==> config.mk <==
export PLATFORM = sky130hd
export DESIGN_NAME = per_period_bitrate_meter_flat
export DESIGN_NICKNAME = d
export VERILOG_FILES = /design/src/sv/ppbm_pkg.sv /design/src/sv/ppbm_if.sv /design/src/sv/ppbm_div.sv /design/src/sv/ppbm_core.sv /design/src/sv/per_period_bitrate_meter.sv /design/src/flat_wrapper.sv
export VERILOG_INCLUDE_DIRS = /design/src /design/src/sv
export SDC_FILE = /design/constraint.sdc
export NUM_CORES = 2
export LEC_CHECK = 0
export BUFFER_PORTS_ARGS = -buffer_cell sky130_fd_sc_hd__buf_2
export CAP_MARGIN = 20
export CORE_UTILIZATION = 44
export CTS_BUF_LIST = sky130_fd_sc_hd__clkbuf_8
export CTS_CLUSTER_SIZE = 30
export DETAILED_ROUTE_END_ITERATION = 8
export PLACE_DENSITY = 0.56
export REMOVE_ABC_BUFFERS = 1
export SLEW_MARGIN = 20
export SYNTH_ARGS = -nofsm -noshare
export SYNTH_HDL_FRONTEND = slang
export SYNTH_HIERARCHICAL = 1
export SYNTH_SLANG_ARGS = --single-unit
==> constraint.sdc <==
create_clock -name clock -period 25.5 [get_ports clock]
set_clock_uncertainty 0.15 [all_clocks]
set_input_delay 5.1 -clock clock [delete_from_list [all_inputs] [get_ports clock]]
set_output_delay 5.1 -clock clock [all_outputs]
set_load 0.01 [all_outputs]
==> src/sv/per_period_bitrate_meter_macros.svh <==
// ----------------------------------------------------------------------------
// Bitrate meter assertion macros
// Shared assertion forms for the bitrate meter.
// ----------------------------------------------------------------------------
`ifndef PER_PERIOD_BITRATE_METER_MACROS_SVH
`define PER_PERIOD_BITRATE_METER_MACROS_SVH

// implication checked every clock, disabled in reset
`define PPBM_ASSERT_IMP(label, clk, rst, ante, cons) \
   label: assert property (@(posedge clk) disable iff (rst) (ante) |-> (cons)) \
      else $error("assertion failed");

// next-cycle implication
`define PPBM_ASSERT_NEXT(label, clk, rst, ante, cons) \
   label: assert property (@(posedge clk) disable iff (rst) (ante) |=> (cons)) \
      else $error("assertion failed");

`endif

==> src/sv/ppbm_pkg.sv <==
// ----------------------------------------------------------------------------
// Bitrate meter package
// Widths, constants, and shared types for the bitrate meter.
// ----------------------------------------------------------------------------
`default_nettype none
package ppbm_pkg;
   localparam int WINDOW_BINS = 30;
   localparam int WIN_AW      = (WINDOW_BINS > 1) ? $clog2(WINDOW_BINS) : 1;
   localparam int CNT_W       = $clog2(WINDOW_BINS + 1);
   localparam int WSUM_W      = 46;
   localparam logic [15:0] PERIOD_RESET = 16'd1000;
   localparam logic [1:0]  ADDR_PERIOD  = 2'd0;

   typedef struct packed {
      logic [39:0] pts_ticks;
      logic signed [31:0] duration_ticks;
      logic [23:0] size_bytes;
      logic is_key;
      logic is_first;
      logic is_final;
   } req_type;

   typedef struct packed {
      logic [40:0] bin_end_time;
      logic [15:0] bar_repeat;
      logic [39:0] key_bits;
      logic [39:0] inter_bits;
      logic [39:0] smoothed_bits;
      logic [39:0] min_bin_bits;
      logic [39:0] max_bin_bits;
      logic [47:0] total_bits;
      logic run_done;
   } rsp_type;

   // close request handed to the divider
   typedef struct packed {
      logic [WSUM_W-1:0] sum;
      logic [CNT_W-1:0]  fill;
      logic [40:0]       diff;
      logic              diff_pos;
      logic [15:0]       per;
      logic [40:0]       rel;
      logic [39:0]       key_bits;
      logic [39:0]       inter_bits;
      logic [39:0]       min_bits;
      logic [39:0]       max_bits;
      logic [47:0]       total_bits;
      logic              run_done;
   } close_type;
endpackage
`default_nettype wire

==> src/sv/ppbm_if.sv <==
// ----------------------------------------------------------------------------
// Bitrate meter stream interface
// Valid/ready channel carrying one payload.
// ----------------------------------------------------------------------------
`default_nettype none
interface ppbm_req_if;
   logic valid;
   logic ready;
   ppbm_pkg::req_type data;
   modport source (output valid, output data, input ready);
   modport sink (input valid, input data, output ready);
endinterface

interface ppbm_rsp_if;
   logic valid;
   logic ready;
   ppbm_pkg::rsp_type data;
   modport source (output valid, output data, input ready);
   modport sink (input valid, input data, output ready);
endinterface
`default_nettype wire

==> src/sv/ppbm_div.sv <==
// ----------------------------------------------------------------------------
// Bitrate meter close divider
// Radix-2 restoring divider: window mean, repeat count, next start, out reg.
// ----------------------------------------------------------------------------
`default_nettype none
module ppbm_div (
   input  wire logic clock,
   input  wire logic reset,
   input  wire logic start,
   input  wire ppbm_pkg::close_type cls,
   output logic busy,
   output logic done,
   output logic [40:0] next_start,
   ppbm_rsp_if.source rsp
);
   localparam int STEPS = ppbm_pkg::WSUM_W;

   ppbm_pkg::close_type cls_ff;
   logic [ppbm_pkg::WSUM_W-1:0] q1_ff, r1_ff;
   logic [40:0] q2_ff, r2_ff;
   logic [40:0] q3_ff, r3_ff;
   logic [5:0] step_ff;
   logic run_ff, valid_ff;
   ppbm_pkg::rsp_type out_ff;

   logic [ppbm_pkg::WSUM_W:0] t1;
   logic [41:0] t2;
   logic [41:0] t3;
   logic [39:0] smooth;
   logic [15:0] reps;

   always_comb begin
      t1 = {r1_ff, q1_ff[ppbm_pkg::WSUM_W-1]};
      t2 = {r2_ff, q2_ff[40]};
      t3 = {r3_ff, q3_ff[40]};
      smooth = (q1_ff[ppbm_pkg::WSUM_W-1:40] != '0) ? '1 : q1_ff[39:0];
      if (!cls_ff.diff_pos) begin
         reps = 16'd1;
      end else if (q2_ff[40:16] != '0) begin
         reps = 16'hFFFF;
      end else if (q2_ff[15:0] == 16'd0) begin
         reps = 16'd1;
      end else begin
         reps = q2_ff[15:0];
      end
   end

   assign busy = run_ff || (valid_ff && !rsp.ready);
   assign rsp.valid = valid_ff;
   assign rsp.data = out_ff;
   // next bin start is the close time rounded down to a whole period
   assign done = run_ff && (step_ff == 6'(STEPS));
   assign next_start = cls_ff.rel - r3_ff;

   always_ff @(posedge clock) begin
      if (reset) begin
         run_ff <= 1'b0;
         valid_ff <= 1'b0;
         step_ff <= '0;
      end else begin
         if (valid_ff && rsp.ready) begin
            valid_ff <= 1'b0;
         end
         if (start) begin
            run_ff <= 1'b1;
            step_ff <= '0;
            cls_ff <= cls;
            q1_ff <= cls.sum;
            r1_ff <= '0;
            q2_ff <= cls.diff;
            r2_ff <= '0;
            q3_ff <= cls.rel;
            r3_ff <= '0;
         end else if (run_ff) begin
            if (step_ff == 6'(STEPS)) begin
               run_ff <= 1'b0;
               valid_ff <= 1'b1;
               out_ff.bin_end_time <= cls_ff.rel;
               out_ff.bar_repeat <= reps;
               out_ff.key_bits <= cls_ff.key_bits;
               out_ff.inter_bits <= cls_ff.inter_bits;
               out_ff.smoothed_bits <= smooth;
               out_ff.min_bin_bits <= cls_ff.min_bits;
               out_ff.max_bin_bits <= cls_ff.max_bits;
               out_ff.total_bits <= cls_ff.total_bits;
               out_ff.run_done <= cls_ff.run_done;
            end else begin
               step_ff <= step_ff + 6'd1;
               if (t1 >= {{(ppbm_pkg::WSUM_W+1-ppbm_pkg::CNT_W){1'b0}}, cls_ff.fill}) begin
                  r1_ff <= ppbm_pkg::WSUM_W'(t1 - {{(ppbm_pkg::WSUM_W+1-ppbm_pkg::CNT_W){1'b0}},
                     cls_ff.fill});
                  q1_ff <= {q1_ff[ppbm_pkg::WSUM_W-2:0], 1'b1};
               end else begin
                  r1_ff <= t1[ppbm_pkg::WSUM_W-1:0];
                  q1_ff <= {q1_ff[ppbm_pkg::WSUM_W-2:0], 1'b0};
               end
               if (step_ff < 6'd41) begin
                  if (t2 >= {26'd0, cls_ff.per}) begin
                     r2_ff <= 41'(t2 - {26'd0, cls_ff.per});
                     q2_ff <= {q2_ff[39:0], 1'b1};
                  end else begin
                     r2_ff <= t2[40:0];
                     q2_ff <= {q2_ff[39:0], 1'b0};
                  end
                  if (t3 >= {26'd0, cls_ff.per}) begin
                     r3_ff <= 41'(t3 - {26'd0, cls_ff.per});
                     q3_ff <= {q3_ff[39:0], 1'b1};
                  end else begin
                     r3_ff <= t3[40:0];
                     q3_ff <= {q3_ff[39:0], 1'b0};
                  end
               end
            end
         end
      end
   end
endmodule
`default_nettype wire

==> src/sv/ppbm_core.sv <==
// ----------------------------------------------------------------------------
// Bitrate meter bin core
// Time keeping, bin accumulation, window memory read-modify-write.
// ----------------------------------------------------------------------------
`default_nettype none
module ppbm_core (
   input  wire logic clock,
   input  wire logic reset,
   input  wire logic [15:0] period,
   input  wire logic div_busy,
   input  wire logic div_done,
   input  wire logic [40:0] next_start,
   output logic start,
   output ppbm_pkg::close_type cls,
   ppbm_req_if.sink req
);
   typedef enum logic [1:0] {ST_IDLE, ST_READ, ST_WRITE, ST_SNAP} state_type;

   logic [39:0] win_mem [ppbm_pkg::WINDOW_BINS];
   logic [39:0] rd_ff;

   state_type state_ff;
   logic [41:0] last_ff, origin_ff;
   logic [40:0] bin_start_ff, rel_ff, diff_ff;
   logic [39:0] key_ff, inter_ff, min_ff, max_ff, tot_ff;
   logic [47:0] total_ff;
   logic [ppbm_pkg::WIN_AW-1:0] head_ff;
   logic [ppbm_pkg::CNT_W-1:0] fill_ff;
   logic [ppbm_pkg::WSUM_W-1:0] sum_ff;
   logic [15:0] per_ff;
   logic fin_ff, close_ff, start_ff, diff_pos_ff;

   logic [15:0] per;
   logic [41:0] abs_t, base_last, base_origin;
   logic [40:0] rel;
   logic [26:0] bits;
   logic [40:0] ksum, isum, bsum;
   logic [48:0] tsum;
   logic [39:0] k0, i0, key_n, inter_n;
   logic [47:0] t0, total_n;
   logic [41:0] bend;
   logic [40:0] wtot;
   logic [ppbm_pkg::WSUM_W-1:0] sum_n;

   always_comb begin
      per = (period == 16'd0) ? 16'd1 : period;
      base_last = req.data.is_first ? 42'd0 : last_ff;
      if (req.data.pts_ticks != 40'd0) begin
         abs_t = {2'b0, req.data.pts_ticks} +
            (req.data.duration_ticks[31] ? 42'd0 : {10'd0, req.data.duration_ticks});
      end else begin
         abs_t = base_last;
      end
      base_origin = req.data.is_first ? abs_t : origin_ff;
      rel = (abs_t >= base_origin) ? 41'(abs_t - base_origin) : 41'd0;
      bits = {req.data.size_bytes, 3'b000};
      k0 = (req.data.is_first || close_ff) ? 40'd0 : key_ff;
      i0 = (req.data.is_first || close_ff) ? 40'd0 : inter_ff;
      t0 = req.data.is_first ? 48'd0 : total_ff;
      ksum = {1'b0, k0} + {14'd0, bits};
      isum = {1'b0, i0} + {14'd0, bits};
      tsum = {1'b0, t0} + {22'd0, bits};
      key_n = req.data.is_key ? (ksum[40] ? '1 : ksum[39:0]) : k0;
      inter_n = req.data.is_key ? i0 : (isum[40] ? '1 : isum[39:0]);
      total_n = tsum[48] ? '1 : tsum[47:0];
      bend = {1'b0, (req.data.is_first ? 41'd0 : bin_start_ff)} + {26'd0, per};
      bsum = {1'b0, key_ff} + {1'b0, inter_ff};
      wtot = {1'b0, bsum[40] ? 40'hFF_FFFF_FFFF : bsum[39:0]};
      sum_n = sum_ff + {{(ppbm_pkg::WSUM_W-40){1'b0}}, tot_ff} -
         ((fill_ff == ppbm_pkg::CNT_W'(ppbm_pkg::WINDOW_BINS)) ?
          {{(ppbm_pkg::WSUM_W-40){1'b0}}, rd_ff} : '0);
   end

   assign req.ready = (state_ff == ST_IDLE) && !div_busy && !start_ff;
   assign start = start_ff;

   always_comb begin
      cls.sum = sum_ff;
      cls.fill = fill_ff;
      cls.diff = diff_ff;
      cls.diff_pos = diff_pos_ff;
      cls.per = per_ff;
      cls.rel = rel_ff;
      cls.key_bits = key_ff;
      cls.inter_bits = inter_ff;
      cls.min_bits = min_ff;
      cls.max_bits = max_ff;
      cls.total_bits = total_ff;
      cls.run_done = fin_ff;
   end

   always_ff @(posedge clock) begin
      if (state_ff == ST_READ) begin
         rd_ff <= win_mem[head_ff];
      end
      if (state_ff == ST_WRITE) begin
         win_mem[head_ff] <= tot_ff;
      end
   end

   always_ff @(posedge clock) begin
      if (reset) begin
         state_ff <= ST_IDLE;
         start_ff <= 1'b0;
         close_ff <= 1'b0;
         last_ff <= '0;
         origin_ff <= '0;
         bin_start_ff <= '0;
         key_ff <= '0;
         inter_ff <= '0;
         total_ff <= '0;
         min_ff <= '1;
         max_ff <= '0;
         head_ff <= '0;
         fill_ff <= '0;
         sum_ff <= '0;
      end else begin
         start_ff <= 1'b0;
         unique case (state_ff)
            ST_IDLE: begin
               if (div_done) begin
                  bin_start_ff <= next_start;
               end
               if (req.valid && req.ready) begin
                  last_ff <= abs_t;
                  origin_ff <= base_origin;
                  key_ff <= key_n;
                  inter_ff <= inter_n;
                  total_ff <= total_n;
                  rel_ff <= rel;
                  per_ff <= per;
                  fin_ff <= req.data.is_final;
                  close_ff <= 1'b0;
                  if (req.data.is_first) begin
                     bin_start_ff <= '0;
                     min_ff <= '1;
                     max_ff <= '0;
                     head_ff <= '0;
                     fill_ff <= '0;
                     sum_ff <= '0;
                  end
                  if (({1'b0, rel} >= bend) || req.data.is_final) begin
                     state_ff <= ST_READ;
                     if (req.data.is_first) begin
                        diff_ff <= rel;
                        diff_pos_ff <= rel != 41'd0;
                     end else begin
                        diff_ff <= 41'(rel - bin_start_ff);
                        diff_pos_ff <= rel > bin_start_ff;
                     end
                  end
               end
            end
            ST_READ: begin
               tot_ff <= wtot[39:0];
               if (wtot[39:0] < min_ff) begin
                  min_ff <= wtot[39:0];
               end
               if (wtot[39:0] > max_ff) begin
                  max_ff <= wtot[39:0];
               end
               state_ff <= ST_WRITE;
            end
            ST_WRITE: begin
               sum_ff <= sum_n;
               if (fill_ff != ppbm_pkg::CNT_W'(ppbm_pkg::WINDOW_BINS)) begin
                  fill_ff <= fill_ff + ppbm_pkg::CNT_W'(1);
               end
               head_ff <= (head_ff == ppbm_pkg::WIN_AW'(ppbm_pkg::WINDOW_BINS - 1)) ?
                  '0 : head_ff + ppbm_pkg::WIN_AW'(1);
               state_ff <= ST_SNAP;
            end
            ST_SNAP: begin
               start_ff <= 1'b1;
               close_ff <= 1'b1;
               state_ff <= ST_IDLE;
            end
            default: state_ff <= ST_IDLE;
         endcase
      end
   end
endmodule
`default_nettype wire

==> src/sv/per_period_bitrate_meter.sv <==
// An item with no result is absorbed at its accept; a bin close passes the read, write
//   and snap states and the serial divider before its result is registered.
// One item per cycle while no close runs and no result waits on rsp; a close holds the
//   input while the serial divider finds window mean, repeat count and next bin start.
// Reset: synchronous active high; period returns to 1000, all statistics clear.
// The window memory needs no clearing pass.
// ----------------------------------------------------------------------------
// Per-period bitrate meter top level
// Bins packet bits per period, reports bin statistics on rsp; period is set over APB.
// ----------------------------------------------------------------------------
`default_nettype none
`include "per_period_bitrate_meter_macros.svh"
module per_period_bitrate_meter (
   input  wire logic clock,
   input  wire logic reset,
   ppbm_req_if.sink req,
   ppbm_rsp_if.source rsp,
   input  wire logic csr_psel,
   input  wire logic csr_penable,
   input  wire logic csr_pwrite,
   input  wire logic [1:0] csr_paddr,
   input  wire logic [31:0] csr_pwdata,
   output logic [31:0] csr_prdata,
   output logic csr_pready
);
   logic [15:0] period_ff;
   logic start, busy, done;
   logic [40:0] next_start;
   ppbm_pkg::close_type cls;

   assign csr_pready = 1'b1;
   assign csr_prdata = (csr_paddr == ppbm_pkg::ADDR_PERIOD) ? {16'd0, period_ff} : 32'd0;

   always_ff @(posedge clock) begin
      if (reset) begin
         period_ff <= ppbm_pkg::PERIOD_RESET;
      end else if (csr_psel && csr_penable && csr_pwrite &&
                   csr_paddr == ppbm_pkg::ADDR_PERIOD) begin
         period_ff <= csr_pwdata[15:0];
      end
   end

   ppbm_core u_core (
      .clock(clock), .reset(reset), .period(period_ff), .div_busy(busy),
      .div_done(done), .next_start(next_start),
      .start(start), .cls(cls), .req(req)
   );

   ppbm_div u_div (
      .clock(clock), .reset(reset), .start(start), .cls(cls), .busy(busy),
      .done(done), .next_start(next_start), .rsp(rsp)
   );

   `PPBM_ASSERT_IMP(a_no_accept_busy, clock, reset, req.ready, !busy)
   `PPBM_ASSERT_NEXT(a_start_busy, clock, reset, start, busy)
   `PPBM_ASSERT_IMP(a_rep_nonzero, clock, reset, rsp.valid, rsp.data.bar_repeat != 16'd0)
endmodule
`default_nettype wire
==> src/flat_wrapper.sv <==
// flat-port wrapper written by rule: the top's interface ports become plain ports
module per_period_bitrate_meter_flat 
  (clock, reset, csr_psel, csr_penable, csr_pwrite, csr_paddr, csr_pwdata, csr_prdata, csr_pready, req_valid, req_data, req_ready, rsp_valid, rsp_data, rsp_ready);
  ppbm_req_if req_i ();
  ppbm_rsp_if rsp_i ();
  input  wire logic clock;
  input  wire logic reset;
  input  wire logic csr_psel;
  input  wire logic csr_penable;
  input  wire logic csr_pwrite;
  input  wire logic [1:0] csr_paddr;
  input  wire logic [31:0] csr_pwdata;
  output logic [31:0] csr_prdata;
  output logic csr_pready;
  input wire logic [$bits(req_i.valid)-1:0] req_valid;
  input wire logic [$bits(req_i.data)-1:0] req_data;
  output wire logic [$bits(req_i.ready)-1:0] req_ready;
  output wire logic [$bits(rsp_i.valid)-1:0] rsp_valid;
  output wire logic [$bits(rsp_i.data)-1:0] rsp_data;
  input wire logic [$bits(rsp_i.ready)-1:0] rsp_ready;
  assign req_i.valid = req_valid;
  assign req_i.data = req_data;
  assign req_ready = req_i.ready;
  assign rsp_valid = rsp_i.valid;
  assign rsp_data = rsp_i.data;
  assign rsp_i.ready = rsp_ready;
  per_period_bitrate_meter u_core (.clock(clock), .reset(reset), .req(req_i), .rsp(rsp_i), .csr_psel(csr_psel), .csr_penable(csr_penable), .csr_pwrite(csr_pwrite), .csr_paddr(csr_paddr), .csr_pwdata(csr_pwdata), .csr_prdata(csr_prdata), .csr_pready(csr_pready));
endmodule
* Yosys cells after proc, flatten, opt, wreduce, memory -nomap -nowiden
Memories as Yosys holds them, arrays and structs flattened. A register that Yosys moved wholly into a read port is not among the register bits. Cells that the tools add are included.
Operators by class: reductions and logical operators 45, add/sub/neg operators 17, order comparisons 9, mux-type cells 82, bitwise logic cells 4, equality and inequality tests 14
Operators with widths (count):
- two-way mux 41 bit | 22
- two-way mux 40 bit | 14
- two-way mux 46 bit | 8
- one-hot mux 40 bit (2 select lines) | 2
- two-way mux 42 bit | 3
- subtractor 41 bit | 3
- two-way mux 48 bit | 2
- one-hot mux 46 bit (2 select lines) | 1
- >= comparator 42 x 16 -> 1 bit | 2
- adder 40 x 27 -> 41 bit | 2
- subtractor 41 x 16 -> 41 bit | 2
- two-way mux 16 bit | 4
- adder 48 x 27 -> 49 bit | 1
- >= comparator 47 x 5 -> 1 bit | 1
- adder 46 x 40 -> 46 bit | 1
- subtractor 46 x 40 -> 46 bit | 1
- subtractor 46 x 5 -> 46 bit | 1
- adder 41 x 16 -> 42 bit | 1
- >= comparator 41 x 42 -> 1 bit | 1
- >= comparator 42 bit | 1
- adder 40 x 31 -> 41 bit | 1
- adder 40 x 40 -> 41 bit | 1
- > comparator 41 bit | 1
- nonzero test 41 bit | 1
- 34 further kinds | 94
Storage, ports and cells: memories kept 1, memory bits (writable) 1200, flip-flop bits (word level) 1391, logic and storage cells 222, output and inout port bits 341, input bits 140
Memories:
- u_core.u_core.win_mem | depth 30, bits a word 40, read ports 1, clocked after memory_dff 1, write ports 1, line ppbm_core.sv:19 | logic [39:0] win_mem [ppbm_pkg::WINDOW_BINS];

* Longest topological paths before layout
word-level depth 11, depth in mapped cells 54, mapped depth without buffers 51

* Modules after synthesis
The synthesis kept the hierarchy.
Modules (own cells, without submodules):
- ppbm_core | seq. area each 49267.3 um^2, times used 1, cells an instance 6844, area an instance 86011.2 um^2
- ppbm_div | seq. area each 25204.2 um^2, times used 1, cells an instance 2174, area an instance 34196.5 um^2
- per_period_bitrate_meter | seq. area each 320.3 um^2, times used 1, cells an instance 107, area an instance 954.7 um^2

* Least setup slack after synthesis
Ideal clock, no wire load.
kind in2reg, from in reset, to reg u_core.u_div.out_ff (netlist bit u_core/u_div/rsp.data[0]) (enable), stages on the path 3, data arrival time 18.213 ns, slack 6.156 ns, path through or2_2 -> clkbuf_1 -> nor2_1
On the way: cells in the longest elaborated chain, start to end 2
Ends and longest elaborated chain:
- start, declared | line flat_wrapper.sv:7 | input wire logic reset;
- inverter 1 bit (no source line)
- AND reduction 4 bit (no source line)
- end, declared | line ppbm_div.sv:24 | ppbm_pkg::rsp_type out_ff;
No other way between the ends. A chain may end at the register's enable or synchronous reset.

* Worst setup path after layout
from in req_data[58], to reg u_core.u_core.diff_pos_ff (data pin)
On the way: cells in the longest elaborated chain, start to end 8
Ends and longest elaborated chain:
- start, declared | line flat_wrapper.sv:16 | input wire logic [$bits(req_i.data)-1:0] req_data;
- two-way mux 31 bit (*) | line ppbm_core.sv:50 | (req.data.duration_ticks[31] ? 42'd0 : {10'd0, req.data.duration_ticks});
- adder 40 x 31 -> 41 bit (*) | line ppbm_core.sv:49 | abs_t = {2'b0, req.data.pts_ticks} +
- two-way mux 42 bit (*) | line ppbm_core.sv:48 | if (req.data.pts_ticks != 40'd0) begin
- net u_core.u_core.abs_t[26] | line ppbm_core.sv:34 | logic [41:0] abs_t, base_last, base_origin;
- two-way mux 42 bit | line ppbm_core.sv:54 | base_origin = req.data.is_first ? abs_t : origin_ff;
- >= comparator 42 bit (*) | line ppbm_core.sv:55 | rel = (abs_t >= base_origin) ? 41'(abs_t - base_origin) : 41'd0;
- two-way mux 41 bit (*) | line ppbm_core.sv:55
- net u_core.u_core.rel[2] | line ppbm_core.sv:35 | logic [40:0] rel;
- > comparator 41 bit or nonzero test 41 bit (tied branches) | line ppbm_core.sv:149, ppbm_core.sv:146
- two-way mux 1 bit (*) | line ppbm_core.sv:144 | if (req.data.is_first) begin
- end signal, assigned | line ppbm_core.sv:149 | diff_pos_ff <= rel > bin_start_ff;
- end, declared | line ppbm_core.sv:31 | logic fin_ff, close_ff, start_ff, diff_pos_ff;
Mark *: on every way through the listed nets, which the timed path passes. The rest lies on a longest branch.

==> results.toml <==
[final_layout]
drive_gt1_share_pct = 17.84
fillers = 23780
utilization_pct = 50.00
syn_to_final_growth_pct = 12.92
final_nets = 10480

[min_path]
hold_depth = 0
hold_path_class = "register to register"
hold_start = "u_core/u_div/cls_ff[95]"
hold-path-endpoint = "u_core/u_div/rsp.data[95]"

[die]
pin_count = 481
die_w_um = 526.8
core_mm2 = 0.2736
die_y_um = 526.8
start_util_pct = 44.28
num_rows = 192
die-area_mm2 = 0.2775

[placed_design]
portBuffers = 447
dpl.hpwl_mm = 223.7
place.gp.congestion = 0.8785

[yosys]
synth_top_cell_area_share_pct = 54.87
yosys_register_bits = 2629
syn_area_mm2 = 0.1212
syn_area_per_cell_um2 = 13.28
synthTopCellsByCount = "edfxtp_1 (2214), nor2_1 (672), a21oi_1 (551)"
synth_edf_count = 2214
synthCells = 9125
synthArstFlopShare_pct = 0
synth_cell_type_count = 118
yosysWarningCount = 6
synth_area_leader_cell = "edfxtp_1"
yosysMostFrequentCell = "edfxtp_1"
synth_seq_area_share_pct = 61.73
synth_flop_cell = "edfxtp_1"
synth.top_cells.by_area = "edfxtp_1 (55%), dfxtp_1 (6.9%), mux4_2 (5.2%)"

[global_routing]
grt_busiest_layer = "met2"
grt_util_met2_pct = 39.10
grt_pass1_wl_mm = 508.0
grt_max_degree = 146
use_met1_pct = 34.35
track_usage_pct = 24.44
use_met3_pct = 3.443
grt_overflow = 0
grt_pass1_vias = 77540
antenna_found_initial = 7

[pwr]
p_clk_share_pct = 31.3
powerDensity_mw_per_mm2 = 85.72
netSwitchingFraction_pct = 31.61
peakVddDrop_uv = 54.85
p_leak_nw = 49.45
pwr-share-seq_pct = 44.3
internal_power_mw = 8.021
power_mw = 11.73
power_frac_comb_pct = 24.3
switchingPower_mw = 3.707

[detailed_routing]
drt_iter0_drc = 7190
wire_per_inst_um = 25.18
drcViolationCount = 0
wl_mm = 346.5
viasPerCell = 5.701
drt_first_pass_iters = 6
ant_nets = 0
dr_total_vias = 78470

[timing]
fin_crit_ns = 15.60
hold_viol = 0
rsz0062_at_grt = "no"
slew_headroom_pct = 21.08
setup-violations-final = 0
tightest_slew_ns = 1.169
holdWs_ns = 0.1579
period_share_pct = 61.17
tns_ns = 0
slew_viol_final = 0
max_freq_mhz = 64.11

[worst_setup_path]
start_kind = "primary input"
ff2ff_setup_slack_ns = 16.29
crit_fanout = 31
worst_ep_arrival_time_ns = 16.19
ff2ff_path_depth = 33
r2r-start = "u_core/u_core/inter_ff[0]"
critical-path-max-stage-delay_ns = 0.73
cpMaxStageDelayCell = "nor4_1"
crit_type = "primary input to register"
crit_required_ns = 26.09
endpoint_kind = "register"
r2r-end = "u_core/u_core/max_ff[30]"

[cts]
cts_buffer_depth = 4
clock_latency_ns = 1.10
root_buffer = "clkbuf_8"
numCtsBuffers = 439
hold_buffers = 0
cts_setup_buffers = 0
cts_repair_resize_count = 0
clkTransAtPathRegs_ns = 0.06
cts-htree-levels = 5
cts_tree = "built"
clock_sink_count = 2629

[status]
status = "finished clean"

[run]
max_cap_violations = 0
[worst max-delay path: cells and delay by family]
| kind | cells | cell delay, ns |
|---|---|---|
| simple gates | 18 | 4.33 |
| buf+inv | 3 | 0.77 |
| compound gates | 24 | 4.52 |
| fa+ha+maj | 4 | 1.18 |
| xor+xnor | 1 | 0.26 |
[power groups by stage]
| stage | logic [mW] | registers (mW) | clock network [mW] |
|---|---|---|---|
| after floorplan | 2.09 | 5.33 | 0 |
| after global routing | 3.12 | 5.22 | 3.96 |
| after detailed placement | 2.83 | 5.29 | 0 |
| after global placement | 2.80 | 5.28 | 0 |
| after CTS | 2.84 | 5.20 | 3.77 |
| final | 2.85 | 5.20 | 3.68 |
[logic make-up after synthesis]
logic type / after synthesis / synth area share, %
other: 2 / 0.006198
DFF: 2629 / 61.73
adders and majority gates: 547 / 5.969
and+or+nand+nor: 2265 / 9.217
AOI/OAI and AO/OA: 1817 / 9.829
xor gates and xnor gates: 415 / 3.000
muxes: 507 / 7.225
buffers and inverters: 943 / 3.027
[state kept, by name, summed over array words and instances, names as in the netlist, 41 cells and up]
register and count:
u_core/u_core/bin_start_ff 41, u_core/u_core/diff_ff 41, u_core/u_core/last_ff 42, u_core/u_core/origin_ff 42, u_core/u_core/rel_ff 41, u_core/u_core/sum_ff 46
u_core/u_core/total_ff 46, u_core/u_core/win_mem 1200, u_core/u_div/cls_ff 272, u_core/u_div/q1_ff 46, u_core/u_div/q2_ff 41, u_core/u_div/q3_ff 41
u_core/u_div/r1_ff 46, u_core/u_div/r2_ff 41, u_core/u_div/r3_ff 41, u_core/u_div/rsp.data 306
[placed cells by master (no fill, tap or decap), types with 33 or more instances in the layout]
master / Yosys / final
a211oi_1: 60 / 60
fa_1: 52 / 52
inv_1: 537 / 699
clkinv_1: 0 / 67
buf_4: 23 / 165
a21o_1: 177 / 177
o21ai_0: 274 / 269
o32a_1: 42 / 42
o21bai_1: 54 / 54
o21a_1: 53 / 53
a31oi_1: 54 / 54
clkinv_2: 0 / 55
or2_2: 61 / 61
xnor2_1: 264 / 264
nor4_1: 67 / 66
mux4_2: 280 / 280
xor2_1: 151 / 151
and3_1: 60 / 60
nand2b_1: 99 / 99
nand3_1: 106 / 105
a22oi_1: 251 / 251
ha_1: 494 / 493
dfxtp_1: 415 / 411
nand2_1: 509 / 505
clkbuf_8: 0 / 484
mux2i_1: 96 / 96
nor2_4: 1 / 33
nand4_1: 120 / 120
a21oi_1: 551 / 550
edfxtp_1: 2214 / 2214
nor3_1: 166 / 160
mux2_2: 130 / 130
nor2b_1: 139 / 139
o211ai_1: 51 / 51
buf_2: 8 / 445
and2_1: 140 / 137
nor2_1: 672 / 635
[cell type report]
type                       count  area [um^2]  area share, %
inverter                     537         2026          1.481
sequential                  2629        74800          54.67
timing repair buffer         622         3682          2.691
clock buffer                 484         6661          4.869
antenna                        7        17.52        0.01280
tap                         3589         4491          3.282
multi-input combinational   5568        43180          31.56
clock inverter               327         1961          1.433
[per-stage QoR]
step	std cells	setup WS (ns)	instance area, um^2
after CTS	13750	9.930	136700
after floorplan	8734	6.223	119600
final	13760	9.903	136800
after global placement	12940	8.831	128100
after detailed placement	12940	8.848	128100
after global routing	13760	9.221	136800
[routing by layer]
layer | vias to the layer above | wire, um
li1 | 35730 | -
met1 | 39550 | 152700
met2 | 2682 | 161500
met3 | 512 | 21870
met4 | 2 | 10390
met5 | - | 14
[worst max path at each step]
stage | slack, ns | end | from | cells past startpoint
after floorplan | 6.22 | u_core/u_div/rsp.data[0] | reset | 2
after global placement | 8.83 | u_core/u_core/diff_pos_ff | req_data[58] | 50
final | 9.90 | u_core/u_core/diff_pos_ff | req_data[58] | 50
after global routing | 9.22 | u_core/u_core/diff_pos_ff | req_data[58] | 50
after CTS | 9.93 | u_core/u_core/diff_pos_ff | req_data[58] | 50
after detailed placement | 8.85 | u_core/u_core/diff_pos_ff | req_data[58] | 50
(Power assumes the default switching activity.)
